### src/rtl/sll_pkg.sv
`default_nettype none

package sll_pkg;

  localparam int IDENT_BUF_DEF = 32;
  localparam int KW_COUNT      = 12;
  localparam int KW_MAX_LEN    = 5;

  localparam logic [30:0] LIT_MAX  = 31'h7FFF_FFFF;
  localparam logic [23:0] LINE_MAX = 24'hFF_FFFF;

  localparam logic [7:0] CH_TAB   = 8'h09;
  localparam logic [7:0] CH_NL    = 8'h0A;
  localparam logic [7:0] CH_FF    = 8'h0C;
  localparam logic [7:0] CH_CR    = 8'h0D;
  localparam logic [7:0] CH_SPACE = 8'h20;

  localparam logic [5:0] TK_EOF         = 6'd0;
  localparam logic [5:0] TK_PLUS        = 6'd1;
  localparam logic [5:0] TK_MINUS       = 6'd2;
  localparam logic [5:0] TK_STAR        = 6'd3;
  localparam logic [5:0] TK_SLASH       = 6'd4;
  localparam logic [5:0] TK_SEMI        = 6'd5;
  localparam logic [5:0] TK_ASSIGN      = 6'd6;
  localparam logic [5:0] TK_EQEQ        = 6'd7;
  localparam logic [5:0] TK_NE          = 6'd8;
  localparam logic [5:0] TK_LT          = 6'd9;
  localparam logic [5:0] TK_LE          = 6'd10;
  localparam logic [5:0] TK_GT          = 6'd11;
  localparam logic [5:0] TK_GE          = 6'd12;
  localparam logic [5:0] TK_COLON       = 6'd13;
  localparam logic [5:0] TK_LBRACE      = 6'd14;
  localparam logic [5:0] TK_RBRACE      = 6'd15;
  localparam logic [5:0] TK_LPAREN      = 6'd16;
  localparam logic [5:0] TK_RPAREN      = 6'd17;
  localparam logic [5:0] TK_INTLIT      = 6'd18;
  localparam logic [5:0] TK_IDENT       = 6'd19;
  localparam logic [5:0] TK_ELSE        = 6'd20;
  localparam logic [5:0] TK_ICHAR       = 6'd32;
  localparam logic [5:0] TK_ERR_UNKNOWN = 6'd33;
  localparam logic [5:0] TK_ERR_BANG    = 6'd34;
  localparam logic [5:0] TK_ERR_LONG    = 6'd35;

  // Keywords in token order, starting at TK_ELSE; unused tail bytes are zero.
  localparam logic [7:0] KW_TEXT [KW_COUNT][KW_MAX_LEN] = '{
    '{"e", "l", "s", "e", 8'h00},
    '{"f", "o", "r", 8'h00, 8'h00},
    '{"f", "u", "n", "c", 8'h00},
    '{"i", "f", 8'h00, 8'h00, 8'h00},
    '{"i", "3", "2", 8'h00, 8'h00},
    '{"i", "6", "4", 8'h00, 8'h00},
    '{"l", "e", "t", 8'h00, 8'h00},
    '{"p", "r", "i", "n", "t"},
    '{"r", "e", "t", 8'h00, 8'h00},
    '{"u", "0", 8'h00, 8'h00, 8'h00},
    '{"u", "8", 8'h00, 8'h00, 8'h00},
    '{"w", "h", "i", "l", "e"}
  };

  localparam logic [2:0] KW_LEN [KW_COUNT] = '{
    3'd4, 3'd3, 3'd4, 3'd2, 3'd3, 3'd3, 3'd3, 3'd5, 3'd3, 3'd2, 3'd2, 3'd5
  };

  typedef struct packed {
    logic [7:0] char_code;
    logic       end_of_input;
  } sll_in_t;

  typedef struct packed {
    logic [5:0]  token_kind;
    logic [30:0] int_value;
    logic [5:0]  ident_len;
    logic [7:0]  char_value;
    logic [23:0] line_number;
    logic        last;
  } sll_out_t;

  typedef enum logic [2:0] {
    MD_IDLE, MD_EQ, MD_LT, MD_GT, MD_BANG, MD_INT, MD_IDENT, MD_ERR
  } scan_mode_t;

  typedef enum logic [2:0] {
    ST_READY, ST_FLUSH, ST_CHARS, ST_SCAN, ST_EOF
  } ctrl_state_t;

  typedef struct packed {
    logic       take;
    logic       emit;
    logic [5:0] emit_kind;
    logic       emit_last;
    logic       acc_step;
    logic       acc_load;
    logic       acc_clear;
    logic       id_start;
    logic       id_push;
    logic       id_clear;
    logic       idx_clear;
    logic       idx_step;
  } sll_cmd_t;

  typedef struct packed {
    logic       eoi;
    logic       is_ws;
    logic       is_digit;
    logic       is_ident;
    logic       is_eq;
    logic       is_lt;
    logic       is_gt;
    logic       is_bang;
    logic       is_op;
    logic [5:0] op_kind;
    logic       count_full;
    logic       kw_hit;
    logic [5:0] kw_kind;
    logic       last_char;
    logic       slot_free;
  } sll_stat_t;

  function automatic logic [7:0] kw_char(logic [3:0] k, logic [5:0] pos);
    logic [7:0] ch;
    ch = 8'h00;
    if (pos < 6'(KW_MAX_LEN)) ch = KW_TEXT[k][pos[2:0]];
    return ch;
  endfunction

  // Single-byte operators; TK_EOF for anything else.
  function automatic logic [5:0] op_kind_of(logic [7:0] c);
    logic [5:0] k;
    case (c)
      "+":     k = TK_PLUS;
      "-":     k = TK_MINUS;
      "*":     k = TK_STAR;
      "/":     k = TK_SLASH;
      ";":     k = TK_SEMI;
      ":":     k = TK_COLON;
      "{":     k = TK_LBRACE;
      "}":     k = TK_RBRACE;
      "(":     k = TK_LPAREN;
      ")":     k = TK_RPAREN;
      default: k = TK_EOF;
    endcase
    return k;
  endfunction

endpackage

`default_nettype wire

### src/rtl/small_language_lexer.sv
`default_nettype none

// Channel   Direction  Handshake                Payload
// char      in         char_valid / char_stall  sll_in_t  (char_code, end_of_input)
// tok       out        tok_valid / tok_stall    sll_out_t (token_kind .. last)
//
// A byte that yields no token (inside a literal or identifier, whitespace)
// leaves the lexer ready. After a byte that yields tokens, char_stall
// holds while they go out one at a time through the output register, longer
// while tok_stall holds; identifier characters are read back from the
// buffer one per cycle unless tok_stall holds. Reset clears the scanner
// state and sets the line count to 1; the identifier buffer is not cleared.

module small_language_lexer import sll_pkg::*; #(
  parameter int IDENT_BUF = IDENT_BUF_DEF
) (
  input  wire logic    clk,
  input  wire logic    rst,
  input  wire logic    char_valid,
  output logic         char_stall,
  input  wire sll_in_t char_item,
  output logic         tok_valid,
  input  wire logic    tok_stall,
  output sll_out_t     tok_item
);

  sll_cmd_t  cmd;
  sll_stat_t stat;
  logic      at_ready;

  sll_ctrl u_ctrl (
    .clk        (clk),
    .rst        (rst),
    .char_valid (char_valid),
    .char_stall (char_stall),
    .at_ready   (at_ready),
    .stat       (stat),
    .cmd        (cmd)
  );

  sll_dp #(
    .IDENT_BUF (IDENT_BUF)
  ) u_dp (
    .clk       (clk),
    .rst       (rst),
    .char_item (char_item),
    .at_ready  (at_ready),
    .cmd       (cmd),
    .stat      (stat),
    .tok_valid (tok_valid),
    .tok_stall (tok_stall),
    .tok_item  (tok_item)
  );

endmodule

`default_nettype wire

### src/rtl/sll_dp.sv
`default_nettype none

module sll_dp import sll_pkg::*; #(
  parameter int IDENT_BUF = IDENT_BUF_DEF
) (
  input  wire logic      clk,
  input  wire logic      rst,
  input  wire sll_in_t   char_item,
  input  wire logic      at_ready,
  input  wire sll_cmd_t  cmd,
  output sll_stat_t      stat,
  output logic           tok_valid,
  input  wire logic      tok_stall,
  output sll_out_t       tok_item
);

  localparam int AW = $clog2(IDENT_BUF);
  localparam logic [AW-1:0] CNT_MAX = AW'(IDENT_BUF - 1);

  logic [7:0]          char_q;
  logic                eoi_q;
  logic [7:0]          cur_char;
  logic                cur_eoi;
  logic [30:0]         accum;
  logic [34:0]         acc_sum;
  logic [30:0]         acc_sat;
  logic [23:0]         line_count;
  logic [AW-1:0]       count;
  logic [AW-1:0]       idx;
  logic [AW-1:0]       idx_next;
  logic [AW-1:0]       waddr;
  logic [7:0]          rd_data;
  logic [KW_COUNT-1:0] match;
  logic [7:0]          store_mem [IDENT_BUF];
  sll_out_t            out_next;

  assign cur_char = at_ready ? char_item.char_code : char_q;
  assign cur_eoi  = at_ready ? char_item.end_of_input : eoi_q;

  always_ff @(posedge clk) begin
    if (cmd.take) begin
      char_q <= char_item.char_code;
      eoi_q  <= char_item.end_of_input;
    end
  end

  // Character classes of the current byte.
  always_comb begin
    stat.eoi      = cur_eoi;
    stat.is_ws    = cur_char == CH_SPACE || cur_char == CH_TAB || cur_char == CH_NL ||
                    cur_char == CH_CR || cur_char == CH_FF;
    stat.is_digit = cur_char >= "0" && cur_char <= "9";
    stat.is_ident = stat.is_digit || cur_char == "_" ||
                    (cur_char >= "a" && cur_char <= "z") ||
                    (cur_char >= "A" && cur_char <= "Z");
    stat.is_eq    = cur_char == "=";
    stat.is_lt    = cur_char == "<";
    stat.is_gt    = cur_char == ">";
    stat.is_bang  = cur_char == "!";
    stat.op_kind  = op_kind_of(cur_char);
    stat.is_op    = stat.op_kind != TK_EOF;
    stat.count_full = count >= CNT_MAX;
    stat.last_char  = idx == AW'(count - 1'b1);
    stat.slot_free  = !tok_valid || !tok_stall;

    stat.kw_hit  = 1'b0;
    stat.kw_kind = TK_EOF;
    for (int k = 0; k < KW_COUNT; k++) begin
      if (match[k] && 6'(count) == 6'(KW_LEN[k])) begin
        stat.kw_hit  = 1'b1;
        stat.kw_kind = TK_ELSE + 6'(k);
      end
    end
  end

  // Literal: accum * 10 + digit, saturate.
  always_comb begin
    acc_sum = 35'({accum, 3'b000}) + 35'({accum, 1'b0}) + 35'(4'(cur_char - "0"));
    acc_sat = (acc_sum > 35'(LIT_MAX)) ? LIT_MAX : acc_sum[30:0];
  end

  always_ff @(posedge clk) begin
    if (rst) begin
      accum      <= '0;
      count      <= '0;
      line_count <= 24'd1;
    end else begin
      if (cmd.acc_load)       accum <= 31'(cur_char - "0");
      else if (cmd.acc_step)  accum <= acc_sat;
      else if (cmd.acc_clear) accum <= '0;

      if (cmd.id_start)      count <= AW'(1);
      else if (cmd.id_push)  count <= count + 1'b1;
      else if (cmd.id_clear) count <= '0;

      if (cmd.take && !char_item.end_of_input && char_item.char_code == CH_NL &&
          line_count != LINE_MAX) begin
        line_count <= line_count + 1'b1;
      end
    end
  end

  // Track which keywords the identifier still matches, one byte at a time.
  always_ff @(posedge clk) begin
    for (int k = 0; k < KW_COUNT; k++) begin
      if (cmd.id_start) begin
        match[k] <= cur_char == kw_char(4'(k), 6'd0);
      end else if (cmd.id_push) begin
        match[k] <= match[k] && cur_char == kw_char(4'(k), 6'(count));
      end
    end
  end

  assign waddr    = cmd.id_start ? '0 : count;
  assign idx_next = cmd.idx_clear ? '0 : (cmd.idx_step ? idx + 1'b1 : idx);

  always_ff @(posedge clk) begin
    if (cmd.id_start || cmd.id_push) store_mem[waddr] <= cur_char;
    rd_data <= store_mem[idx_next];
    idx     <= idx_next;
  end

  always_comb begin
    out_next.token_kind  = cmd.emit_kind;
    out_next.int_value   = '0;
    out_next.ident_len   = '0;
    out_next.char_value  = '0;
    out_next.line_number = line_count;
    out_next.last        = cmd.emit_last;
    case (cmd.emit_kind) inside
      TK_INTLIT: out_next.int_value  = accum;
      TK_IDENT:  out_next.ident_len  = 6'(count);
      TK_ICHAR:  out_next.char_value = rd_data;
      TK_ERR_UNKNOWN, TK_ERR_BANG, TK_ERR_LONG:
        out_next.char_value = cur_eoi ? 8'h00 : cur_char;
      default: ;
    endcase
  end

  always_ff @(posedge clk) begin
    if (rst) begin
      tok_valid <= 1'b0;
    end else if (cmd.emit) begin
      tok_valid <= 1'b1;
    end else if (!tok_stall) begin
      tok_valid <= 1'b0;
    end
  end

  always_ff @(posedge clk) begin
    if (cmd.emit) tok_item <= out_next;
  end

endmodule

`default_nettype wire

### src/rtl/sll_ctrl.sv
`default_nettype none

module sll_ctrl import sll_pkg::*; (
  input  wire logic      clk,
  input  wire logic      rst,
  input  wire logic      char_valid,
  output logic           char_stall,
  output logic           at_ready,
  input  wire sll_stat_t stat,
  output sll_cmd_t       cmd
);

  ctrl_state_t state, state_next;
  scan_mode_t  mode, mode_next;

  logic        unknown;
  logic        has_res;
  logic        tail_last;
  ctrl_state_t tail_state;
  scan_mode_t  tail_mode;
  scan_mode_t  idle_mode;
  logic        pair;
  logic [5:0]  pair_kind;
  logic [5:0]  single_kind;

  // Rescan of the current byte from idle once a pending token is out.
  function automatic sll_cmd_t with_tail(sll_cmd_t c, sll_stat_t s, logic res);
    sll_cmd_t r;
    r = c;
    if (!s.eoi && !res) begin
      r.acc_load = s.is_digit;
      r.id_start = s.is_ident && !s.is_digit;
    end
    return r;
  endfunction

  always_comb begin
    unknown = !(stat.is_ws || stat.is_op || stat.is_eq || stat.is_lt || stat.is_gt ||
                stat.is_bang || stat.is_ident);
    has_res   = stat.is_op || unknown;
    tail_last = !stat.eoi && !has_res;
    pair      = !stat.eoi && stat.is_eq;

    if (stat.is_eq)         idle_mode = MD_EQ;
    else if (stat.is_lt)    idle_mode = MD_LT;
    else if (stat.is_gt)    idle_mode = MD_GT;
    else if (stat.is_bang)  idle_mode = MD_BANG;
    else if (stat.is_digit) idle_mode = MD_INT;
    else if (stat.is_ident) idle_mode = MD_IDENT;
    else                    idle_mode = MD_IDLE;

    if (stat.eoi)     tail_state = ST_EOF;
    else if (has_res) tail_state = ST_SCAN;
    else              tail_state = ST_READY;
    tail_mode = (stat.eoi || has_res) ? MD_IDLE : idle_mode;

    unique case (mode)
      MD_LT: begin
        pair_kind   = TK_LE;
        single_kind = TK_LT;
      end
      MD_GT: begin
        pair_kind   = TK_GE;
        single_kind = TK_GT;
      end
      default: begin
        pair_kind   = TK_EQEQ;
        single_kind = TK_ASSIGN;
      end
    endcase
  end

  assign at_ready   = state == ST_READY;
  assign char_stall = state != ST_READY;

  always_ff @(posedge clk) begin
    if (rst) begin
      state <= ST_READY;
      mode  <= MD_IDLE;
    end else begin
      state <= state_next;
      mode  <= mode_next;
    end
  end

  // Next state
  always_comb begin
    state_next = state;
    mode_next  = mode;
    unique case (state)
      ST_READY: begin
        if (char_valid) begin
          if (stat.eoi) begin
            if (mode == MD_IDLE)     state_next = ST_EOF;
            else if (mode != MD_ERR) state_next = ST_FLUSH;
          end else begin
            unique case (mode)
              MD_ERR: begin
              end
              MD_IDLE: begin
                state_next = tail_state;
                mode_next  = tail_mode;
              end
              MD_INT: begin
                if (!stat.is_digit) state_next = ST_FLUSH;
              end
              MD_IDENT: begin
                if (!stat.is_ident || stat.count_full) state_next = ST_FLUSH;
              end
              default: state_next = ST_FLUSH;
            endcase
          end
        end
      end
      ST_FLUSH: begin
        if (stat.slot_free) begin
          unique case (mode)
            MD_EQ, MD_LT, MD_GT: begin
              if (pair) begin
                state_next = ST_READY;
                mode_next  = MD_IDLE;
              end else begin
                state_next = tail_state;
                mode_next  = tail_mode;
              end
            end
            MD_BANG: begin
              state_next = ST_READY;
              mode_next  = pair ? MD_IDLE : MD_ERR;
            end
            MD_INT: begin
              state_next = tail_state;
              mode_next  = tail_mode;
            end
            MD_IDENT: begin
              if (!stat.eoi && stat.is_ident) begin
                state_next = ST_READY;
                mode_next  = MD_ERR;
              end else if (stat.kw_hit) begin
                state_next = tail_state;
                mode_next  = tail_mode;
              end else begin
                state_next = ST_CHARS;
              end
            end
            default: state_next = ST_READY;
          endcase
        end
      end
      ST_CHARS: begin
        if (stat.slot_free && stat.last_char) begin
          state_next = tail_state;
          mode_next  = tail_mode;
        end
      end
      ST_SCAN: begin
        if (stat.slot_free) begin
          state_next = ST_READY;
          mode_next  = stat.is_op ? MD_IDLE : MD_ERR;
        end
      end
      ST_EOF: begin
        if (stat.slot_free) begin
          state_next = ST_READY;
          mode_next  = MD_IDLE;
        end
      end
      default: state_next = ST_READY;
    endcase
  end

  // Commands
  always_comb begin
    cmd      = '0;
    cmd.take = at_ready && char_valid;
    unique case (state)
      ST_READY: begin
        if (char_valid && !stat.eoi) begin
          unique case (mode)
            MD_IDLE:  cmd = with_tail(cmd, stat, has_res);
            MD_INT:   cmd.acc_step = stat.is_digit;
            MD_IDENT: cmd.id_push  = stat.is_ident && !stat.count_full;
            default: ;
          endcase
        end
      end
      ST_FLUSH: begin
        if (stat.slot_free) begin
          cmd.emit = 1'b1;
          unique case (mode)
            MD_EQ, MD_LT, MD_GT: begin
              if (pair) begin
                cmd.emit_kind = pair_kind;
                cmd.emit_last = 1'b1;
              end else begin
                cmd.emit_kind = single_kind;
                cmd.emit_last = tail_last;
                cmd = with_tail(cmd, stat, has_res);
              end
            end
            MD_BANG: begin
              cmd.emit_kind = pair ? TK_NE : TK_ERR_BANG;
              cmd.emit_last = 1'b1;
            end
            MD_INT: begin
              cmd.emit_kind = TK_INTLIT;
              cmd.emit_last = tail_last;
              cmd.acc_clear = 1'b1;
              cmd = with_tail(cmd, stat, has_res);
            end
            MD_IDENT: begin
              if (!stat.eoi && stat.is_ident) begin
                cmd.emit_kind = TK_ERR_LONG;
                cmd.emit_last = 1'b1;
              end else if (stat.kw_hit) begin
                cmd.emit_kind = stat.kw_kind;
                cmd.emit_last = tail_last;
                cmd.id_clear  = 1'b1;
                cmd = with_tail(cmd, stat, has_res);
              end else begin
                cmd.emit_kind = TK_IDENT;
                cmd.idx_clear = 1'b1;
              end
            end
            default: cmd.emit = 1'b0;
          endcase
        end
      end
      ST_CHARS: begin
        if (stat.slot_free) begin
          cmd.emit      = 1'b1;
          cmd.emit_kind = TK_ICHAR;
          cmd.idx_step  = 1'b1;
          if (stat.last_char) begin
            cmd.emit_last = tail_last;
            cmd.id_clear  = 1'b1;
            cmd = with_tail(cmd, stat, has_res);
          end
        end
      end
      ST_SCAN: begin
        if (stat.slot_free) begin
          cmd.emit      = 1'b1;
          cmd.emit_kind = stat.is_op ? stat.op_kind : TK_ERR_UNKNOWN;
          cmd.emit_last = 1'b1;
        end
      end
      ST_EOF: begin
        if (stat.slot_free) begin
          cmd.emit      = 1'b1;
          cmd.emit_kind = TK_EOF;
          cmd.emit_last = 1'b1;
        end
      end
      default: ;
    endcase
  end

endmodule

`default_nettype wire

### config.mk
export PLATFORM = sky130hd
export DESIGN_NAME = small_language_lexer
export DESIGN_NICKNAME = d
export VERILOG_FILES = /design/src/rtl/sll_pkg.sv /design/src/rtl/small_language_lexer.sv /design/src/rtl/sll_dp.sv /design/src/rtl/sll_ctrl.sv
export SDC_FILE = /design/constraint.sdc
export NUM_CORES = 1
export LEC_CHECK = 0
export ABC_AREA = 1
export BUFFER_PORTS_ARGS = -buffer_cell sky130_fd_sc_hd__buf_4
export CORE_MARGIN = 5
export CORE_UTILIZATION = 35
export CTS_CLUSTER_SIZE = 20
export DETAILED_ROUTE_END_ITERATION = 10
export GPL_ROUTABILITY_DRIVEN = 0
export GPL_TIMING_DRIVEN = 0
export PLACE_DENSITY = 0.59
export SYNTH_ARGS = -nofsm -noshare
export SYNTH_HDL_FRONTEND = slang
export SYNTH_SLANG_ARGS = --single-unit
### constraint.sdc
create_clock -name clk -period 8.8 [get_ports clk]
set_input_delay 0.44 -clock clk [delete_from_list [all_inputs] [get_ports clk]]
set_output_delay 0.44 -clock clk [all_outputs]
set_load 0.01 [all_outputs]
# Word level (Yosys, flattened, before mapping)
# Memory sizes are Yosys's and may differ from the RTL's. A register that Yosys moved wholly into a read port is not among the register bits.
# Index checks and enable logic that the tools add are counted.
# word_totals
register_bits	169
romBits	768
latchBits	0
word_cells	402
memories	13
ram_bits	256
# classes
div	0
muxes	188
magnitude_cmp	10
add_sub_neg	8
eq_ne	80
bitwise_logic	2
mul	0
shifts	0
n_reduce_logical	83
# memory_table
memory	depth	word_bits	read_ports	rd_clocked_by_memory_dff	write_ports	line	source
u_dp.store_mem	32	8	1	1	1	sll_dp.sv:34	logic [7:0] store_mem [IDENT_BUF];
(name not given)	8	8	1	0	0	sll_pkg.sv:122	if (pos < 6'(KW_MAX_LEN)) ch = KW_TEXT[k][pos[2:0]];
(name not given)	8	8	1	0	0	sll_pkg.sv:122	
(name not given)	8	8	1	0	0	sll_pkg.sv:122	
(name not given)	8	8	1	0	0	sll_pkg.sv:122	
(name not given)	8	8	1	0	0	sll_pkg.sv:122	
+7 memories	--	--	--	--	--	--	
# op_table
operator	n
8-bit two-way mux	76
8-bit equality test	20
31-bit two-way mux	4
7-bit two-way mux	15
8-bit by 6-bit equality test with 1-bit output (second input constant)	13
3-bit two-way mux	32
5-bit one-hot mux with 10 select lines	1
8-bit one-hot mux with 3 select lines	2
8-bit by 4-bit equality test with 1-bit output (second input constant)	5
8-bit one-hot mux with 5 select lines	1
1-bit logical AND	38
1-bit two-way mux	36
3-bit one-hot mux with 4 select lines	3
34-bit by 32-bit adder with 35-bit output	1
35-bit by 4-bit adder with 35-bit output	1
35-bit by 31-bit greater-than comparator with 1-bit output (second input constant)	1
16-bit two-way mux	2
5-bit two-way mux	6
7-bit one-hot mux with 4 select lines	1
24-bit by 1-bit adder with 24-bit output (second input constant)	1
6-bit equality test (second input constant)	4
8-bit by 7-bit equality test with 1-bit output (second input constant)	3
24-bit inequality test (second input constant)	1
1-bit logical OR	18
44 further kinds	86

# Logic depth before layout (Yosys ltp)
# Gate-level depths: netlist (run 1).
# logic_depth
depth_word	29
ltp_mapped	25
mapped_depth_nobuf	24

# By module
# From an unflattened synthesis (run 1), not the netlist that was laid out.
# hier_totals
hier_cells	2358
area_unflattened_um2	22061.2
# by_module_without_submodules
mod	cells_each	n_inst	area_each_um2	seq_area_each_um2
sll_dp	2137	1	20860.0	12051.6
sll_ctrl	221	1	1201.2	120.1

# Worst setup path after synthesis (run 1)
# No wires, ideal clock.
# synth_path
path_type	register to register
start	register u_ctrl.state[2]
end	register u_dp.accum[20]
synth_period_minus_slack_ns	3.937
n_path_buf	2
path_slack_ns	4.863
stages_incl_launch_ff	23
required_time_ns	8.678
arrival_ns	3.816
path_cell_list	dfxtp_1 nor2_4 buf_6 nand3_1 nand2_2 inv_2 fa_1 inv_1 ha_1 nand3_1 nand2_1 a21oi_1 o21ai_0 a21boi_0 o21ai_0 nand3_1 nand3_1 nand2_1 nor2_1 nand3_1 clkbuf_1 o21ai_0 a21oi_1
# synth_via
elab_chain_cells	24
word_cells_on_any_way	77
classes_between	3 x add/sub; 7 x order compare; 22 x eq/ne; 18 x mux; 27 x reduce/logical
# synth_rtl
item	line	source
start, declared	sll_ctrl.sv:13	ctrl_state_t state, state_next;
start signal, assigned	sll_ctrl.sv:81	state <= state_next;
branches (longest 24 deep; another with 35-bit by 4-bit adder with 35-bit output)	--	
end signal, assigned	sll_dp.sv:88	if (cmd.acc_load) accum <= 31'(cur_char - "0");
end signal, assigned	sll_dp.sv:89	else if (cmd.acc_step) accum <= acc_sat;
end, declared	sll_dp.sv:24	logic [30:0] accum;
# Several ways; the timed one is not identified.
# A chain may end at the register's enable or synchronous reset.

# Final worst setup path (run 1)
# layout_path
start	register u_ctrl.state[2]
end	register u_dp.accum[16]
# Same word-level chain as after synthesis.

==> impl_metrics.py, run 1 <==
metrics = {
    "run_status": {
        "outcome": "complete, no violations",
    },
    "synth": {
        "synth_edf_count": 352,
        "seq_area_frac_synth": 0.540,
        "ys_types": 60,
        "ys_async_sr_fraction": 0,
        "synthCells": 2409,
        "ys_ff_latch": 432,
        "syn_area_mm2": 0.0226,
        "yosysWarnings": 0,
        "synth_ff_type": "edfxtp_1",
        "avgSynthCellArea_um2": 9.36,
    },
    "setup_path": {
        "path_class": "reg2reg",
        "worst_setup_path_end_kind": "register",
        "reg2regPathDepth": 23,
        "path_max_fanout": 10,
        "start_kind": "register",
        "critPathArrivalTime_ns": 5.58,
        "critical_path_required_ns": 9.25,
    },
    "clocking": {
        "clock_latency_ns": 0.59,
        "clockBufferDepth": 3,
        "cts_tree": "yes",
        "clkTransAtPathRegs_ns": 0.06,
        "postCtsHoldBufs": 0,
        "htree_levels": 2,
        "cts_sinks": 432,
        "cts-root-buf": "clkbuf_16",
        "cts_buffers": 44,
        "postCtsSetupBuffers": 0,
        "cts-resized-gates": 0,
    },
    "drt": {
        "drt_pass1_iterations": 6,
        "wire_per_inst_um": 18.9,
        "via_count": 18200,
        "drt_iter0_drc": 1813,
        "vias_per_cell": 5.27,
        "wirelength_um": 65100,
        "ant_nets": 0,
        "drc": 0,
    },
    "cells_and_area": {
        "layout-drive-gt1-share": 0.131,
        "design_area_mm2": 0.0259,
        "nets": 2645,
        "most-common-layout-cells": "nand2_1 (363), edfxtp_1 (352), inv_1 (303)",
        "num_antenna_cells": 0,
        "final_common_cell": "nand2_1",
        "syn2layout_area_growth_pct": 14.8,
        "fill_cells": 6329,
    },
    "sta": {
        "min_period_over_period": 0.582,
        "rsz0062_at_grt": "false",
        "fmax_mhz": 195,
        "clock_skew_ns": 0.0193,
        "maxSlewViolCount": 0,
        "maxSlewHeadroom": 0.156,
        "finalHoldViolCount": 0,
        "tightest_slew_ns": 1.25,
        "fin_crit_ns": 5.12,
        "final-setup-viol-count": 0,
        "tns_ns": 0,
    },
    "worst_hold_path": {
        "min_path_cells": 1,
        "hp-class": "in2reg",
    },
    "floorplanning": {
        "die_w_um": 264,
        "core-area_mm2": 0.0641,
        "die_y_um": 264,
        "rows": 93,
        "ios": 91,
        "die_area_mm2": 0.0696,
        "start_util": 0.352,
    },
    "placement": {
        "dp_hpwl_um": 46200,
        "placed_cell_area_mm2": 0.0244,
        "portBuffers": 88,
    },
    "pwr": {
        "peakVddDrop_mv": 0.290,
        "p_leak_nw": 10.4,
        "powerDensity_mw_per_mm2": 335,
    },
    "global_routing": {
        "grt_pass1_vias": 17900,
        "grt-ovfl-total": 0,
        "grt_pass1_wl_um": 101000,
        "grt_use_total": 0.179,
        "antenna_found_initial": 0,
        "grt_max_degree": 56,
    },
    "job": {
        "drv_cap": 0,
    },
}
[metrics by stage]
step / setup slack, ns / instances / hold slack (ns) / util / total power [mW]
2_1_floorplan: 4.86 / 2417 / 0.430 / - / 5.20
3_3_place_gp: 3.48 / 3360 / 0.462 / 0.379 / 6.64
3_5_place_dp: 3.71 / 3363 / 0.446 / 0.380 / 6.71
4_1_cts: 3.67 / 3444 / 0.0125 / 0.404 / 8.66
5_1_grt: 3.21 / 3444 / 0.0254 / 0.404 / 9.09
6_report: 3.68 / 3444 / 0.0486 / 0.404 / 8.67
[synthesized netlist by cell type, types with 43 or more instances]
cell | number | area, um^2
nand2_1 | 363 | 1360
edfxtp_1 | 352 | 10600
inv_1 | 303 | 1140
nand3_1 | 258 | 1290
nor2_1 | 206 | 773
a21oi_1 | 124 | 621
o21ai_0 | 104 | 521
dfxtp_1 | 80 | 1600
ha_1 | 76 | 951
or2_2 | 60 | 375
o2111ai_1 | 59 | 517
xor2_1 | 49 | 429
nor3_1 | 43 | 215
[path summary, 6_finish.rpt]
check	startpoint	end	slack, ns
max	u_ctrl.state[2]	u_dp.accum[16]	3.68
min	char_item[0]	u_dp.eoi_q	0.05
max reg2reg	u_ctrl.state[2]	u_dp.accum[16]	3.68
min reg2reg	u_dp.line_count[7]	u_dp.tok_item[8]	0.47
[sequential cells by signal, summed over array words and instances (netlist names)]
signal / flops
u_dp.count: 5
u_dp.char_q: 8
u_dp.idx: 5
u_dp.rd_data: 8
u_dp.tok_valid: 1
u_dp.eoi_q: 1
u_ctrl.state: 3
u_dp.match: 12
u_ctrl.mode: 3
u_dp.store_mem: 256
u_dp.tok_item: 75
u_dp.line_count: 24
u_dp.accum: 31
[logic make-up after synthesis]
| kind of cell | share of synthesized area |
|---|---|
| adders and majority gates | 0.0439 |
| and+or+nand+nor | 0.216 |
| other | 0.000166 |
| AOI/OAI and AO/OA | 0.0997 |
| DFF | 0.540 |
| buffers and inverters | 0.0758 |
| xor gates and xnor gates | 0.0249 |
[layer usage]
layer  global-route usage  wire, um  part of all wire
met1                0.242     27600              0.42
met2                0.299     30700              0.47
met3               0.0315      5040             0.077
met4               0.0509      1770             0.027
met5                    0         0                 0
[critical path, cell delays in order, from the launching register on]
cell	delay (ns)
dfxtp_1	0.48
nor2_4	0.11
nand2_4	0.11
buf_6	0.16
nand2_1	0.07
nand2_2	0.13
inv_2	0.14
fa_1	0.61
inv_1	0.06
ha_1	0.27
nand3_1	0.07
nand2_1	0.12
a21oi_1	0.13
o21ai_0	0.36
a21boi_0	0.25
o21ai_0	0.50
nand3_1	0.18
nand3_1	0.11
nand2_1	0.05
nor2_1	0.08
nand3_1	0.33
clkbuf_1	0.32
o21ai_0	0.27
a21oi_1	0.09
[report_power, final]
group | leakage, nW | internal [mW] | switching [mW]
registers | 3.89 | 2.81 | 0.0910
logic | 5.79 | 1.06 | 2.77
clock network | 0.734 | 1.13 | 0.814
total | 10.4 | 5.00 | 3.67
[area by class of cell]
class | count | area, um^2 | area share
flip-flops and latches | 432 | 12200 | 0.470
multi-input cells | 1565 | 8710 | 0.337
clock buffers | 57 | 1250 | 0.0484
inverters | 321 | 1200 | 0.0465
well taps | 855 | 1070 | 0.0413
repair buffers | 91 | 728 | 0.0281
plain buffers | 99 | 507 | 0.0196
clock inverters | 24 | 236 | 0.00914
Note: power is estimated with default switching activity, not from simulation.
==> inputs of run 2 (changes only) <==
- ABC_AREA: 1 -> 0
- clock period: 8.8 -> 5.34 ns (I/O delays scaled with it)
==> run 2 against run 1 <==
Largest power group unchanged. Wire length is 2.4% lower. Clock-buffer cell count is 4 higher. Setup slack worse by 3.6 ns. Critical endpoint is now u_dp.store_mem[25][7]. Critical path type unchanged.
==> impl_metrics.py, run 2 <==
metrics = {
    "sta": {
        "maxSlewHeadroom": 0.318,
        "finalHoldViolCount": 0,
        "clock_skew_ns": 0.0196,
        "maxSlewViolCount": 0,
        "rsz0062_at_grt": "true",
        "fmax_mhz": 191,
        "final-setup-viol-count": 0,
        "tightest_slew_ns": 1.02,
        "min_period_over_period": 0.981,
        "layout_setup_ws_ns": 0.103,
        "tns_ns": 0,
        "fin_crit_ns": 5.24,
    },
    "floorplanning": {
        "start_util": 0.351,
        "core-area_mm2": 0.0613,
        "rows": 91,
        "die_w_um": 258,
        "ios": 91,
        "die_area_mm2": 0.0666,
        "die_y_um": 258,
    },
    "setup_path": {
        "path_class": "reg2reg",
        "critPathArrivalTime_ns": 5.44,
        "path_max_fanout": 10,
        "critical_path_required_ns": 5.54,
        "start_kind": "register",
        "worst_setup_path_end_kind": "register",
        "reg2regPathDepth": 12,
    },
    "synth": {
        "ys_ff_latch": 432,
        "synth_ff_type": "edfxtp_1",
        "synth_top_area_cell": "edfxtp_1",
        "avgSynthCellArea_um2": 10.9,
        "ys_types": 86,
        "ys_async_sr_fraction": 0,
        "yosysMostFrequentCell": "edfxtp_1",
        "seq_area_frac_synth": 0.566,
        "synth_top_cell_area_share": 0.491,
        "yosysWarnings": 0,
        "synthTopCellsByArea": "edfxtp_1 (49%), dfxtp_1 (7.4%), nand2_1 (4.8%)",
        "syn_area_mm2": 0.0215,
        "synth_common_cells": "edfxtp_1 (352), nand2_1 (273), nor2_1 (157), o21ai_0 (119), a21oi_1 (104)",
        "synth_edf_count": 352,
        "synthCells": 1974,
    },
    "clocking": {
        "clockBufferDepth": 3,
        "clkTransAtPathRegs_ns": 0.06,
        "htree_levels": 2,
        "cts_buffers": 46,
        "cts_tree": "yes",
        "clock_latency_ns": 0.58,
        "cts-root-buf": "clkbuf_16",
        "cts_sinks": 432,
    },
    "placement": {
        "dp_hpwl_um": 44700,
        "placed_cell_area_mm2": 0.0234,
        "portBuffers": 89,
        "place_ws_ns": -1.02,
        "post-place-cells": 2868,
    },
    "pwr": {
        "share_comb_of_total_power": 0.430,
        "powerDensity_mw_per_mm2": 544,
        "p_int_mw": 8.14,
        "p_switching_mw": 5.53,
        "p_leak_nw": 9.33,
        "clockPowerShare": 0.229,
        "peakVddDrop_mv": 0.350,
        "swShare": 0.404,
        "seq_power_share": 0.340,
    },
    "drt": {
        "wirelength_um": 63600,
        "drt_iter0_drc": 1929,
        "wire_per_inst_um": 21.4,
        "via_count": 16700,
        "vias_per_cell": 5.64,
        "ant_nets": 0,
        "drt_pass1_iterations": 6,
        "drc": 0,
    },
    "worst_hold_path": {
        "hp-class": "in2reg",
        "min_path_cells": 4,
    },
    "cells_and_area": {
        "largestRegisters": "u_dp.store_mem (256), u_dp.tok_item (75), u_dp.accum (31)",
        "nets": 2233,
        "final_common_cell": "edfxtp_1",
        "most-common-layout-cells": "edfxtp_1 (352), nand2_1 (271), nor2_1 (140)",
        "layout-drive-gt1-share": 0.128,
        "top_register": "u_dp.store_mem",
        "design_area_mm2": 0.0251,
        "final_cells": 2968,
        "largest_reg_flops": 256,
        "finalCoreUtilization": 0.410,
        "num_antenna_cells": 0,
        "syn2layout_area_growth_pct": 16.8,
    },
    "job": {
        "drv_cap": 0,
    },
    "global_routing": {
        "grt-ovfl-total": 0,
        "grt_pass1_wl_um": 96000,
        "grt_use_total": 0.183,
        "met3_usage": 0.0285,
        "antenna_found_initial": 1,
        "use_met2": 0.297,
        "grt_max_degree": 42,
        "grt_use_met1": 0.249,
        "grt_pass1_vias": 16300,
        "top_usage_layer": "met2",
    },
    "run_status": {
        "outcome": "complete, no violations",
    },
}
==> run 2: area by class of cell <==
class | instances | area [um^2]
timing repair buffer | 112 | 981
multi-input combinational | 1408 | 8910
clock inverter | 23 | 171
timing repair inverter | 2 | 10.0
fill | 5794 | 36100
clock buffer | 61 | 1290
inverter | 37 | 156
sequential | 432 | 12200
tap | 790 | 988
buffer | 103 | 453
==> run 2: logic make-up after synthesis <==
kind of cell,synth area share
buffers and inverters,0.0269
other,0.000174
AOI/OAI and AO/OA,0.142
muxes,0.0276
adders and majority gates,0.0460
DFF,0.566
xor gates and xnor gates,0.0309
and+or+nand+nor,0.161
==> run 2: stage by stage <==
stage               hold slack, ns  total power, mW
floorplan                    0.366             8.01
global placement             0.453             10.2
detailed placement           0.454             10.4
CTS                         0.0480             13.6
global route                 0.109             14.3
finish                      0.0832             13.7
==> run 2: what timing repair did <==
action | 4_1_cts | 5_1_grt
hold buffers | 9 | 0
setup endpoints to repair | 288 | 293
endpoints found under the hold margin | 9 | 0
setup buffers | 2 | 5
gates cloned | 1 | 1
pin swaps | 1 | 4
gates resized for setup | 26 | 28
==> run 2: worst paths after layout <==
| path | startpoint | to | slack (ns) |
|---|---|---|---|
| hold reg to reg | u_dp.line_count[16] | u_dp.tok_item[17] | 0.47 |
| setup reg to reg | u_ctrl.state[2] | u_dp.store_mem[25][7] | 0.10 |
| setup / recovery | u_ctrl.state[2] | u_dp.store_mem[25][7] | 0.10 |
| hold / removal | rst | u_dp.accum[30] | 0.08 |
==> run 2: power groups by stage <==
stage               Clock, mW  Combinational [mW]  Sequential [mW]
CTS                      3.20                5.74             4.66
global placement            0                5.36             4.81
floorplan                   0                3.18             4.82
global route             3.33                6.26             4.68
finish                   3.13                5.88             4.65
detailed placement          0                5.66             4.72
==> run 2: critical path, stage by stage (launching register included) <==
cell	delay [ns]
dfxtp_1	0.29
buf_2	0.18
nor3_4	0.29
buf_4	0.18
mux2i_2	0.79
clkinvlp_4	0.27
nor2_1	0.14
a21oi_1	0.16
a2111oi_1	0.81
and2_1	0.22
buf_2	0.19
nand3_1	0.54
nor2_1	0.80
==> run 2: layer usage <==
layer,routed length (um),part of all wire,up-vias
met2,29000,0.46,772
li1,-,-,7717
met3,5320,0.084,156
met5,0,0,-
met4,2420,0.038,0
met1,26900,0.42,8088
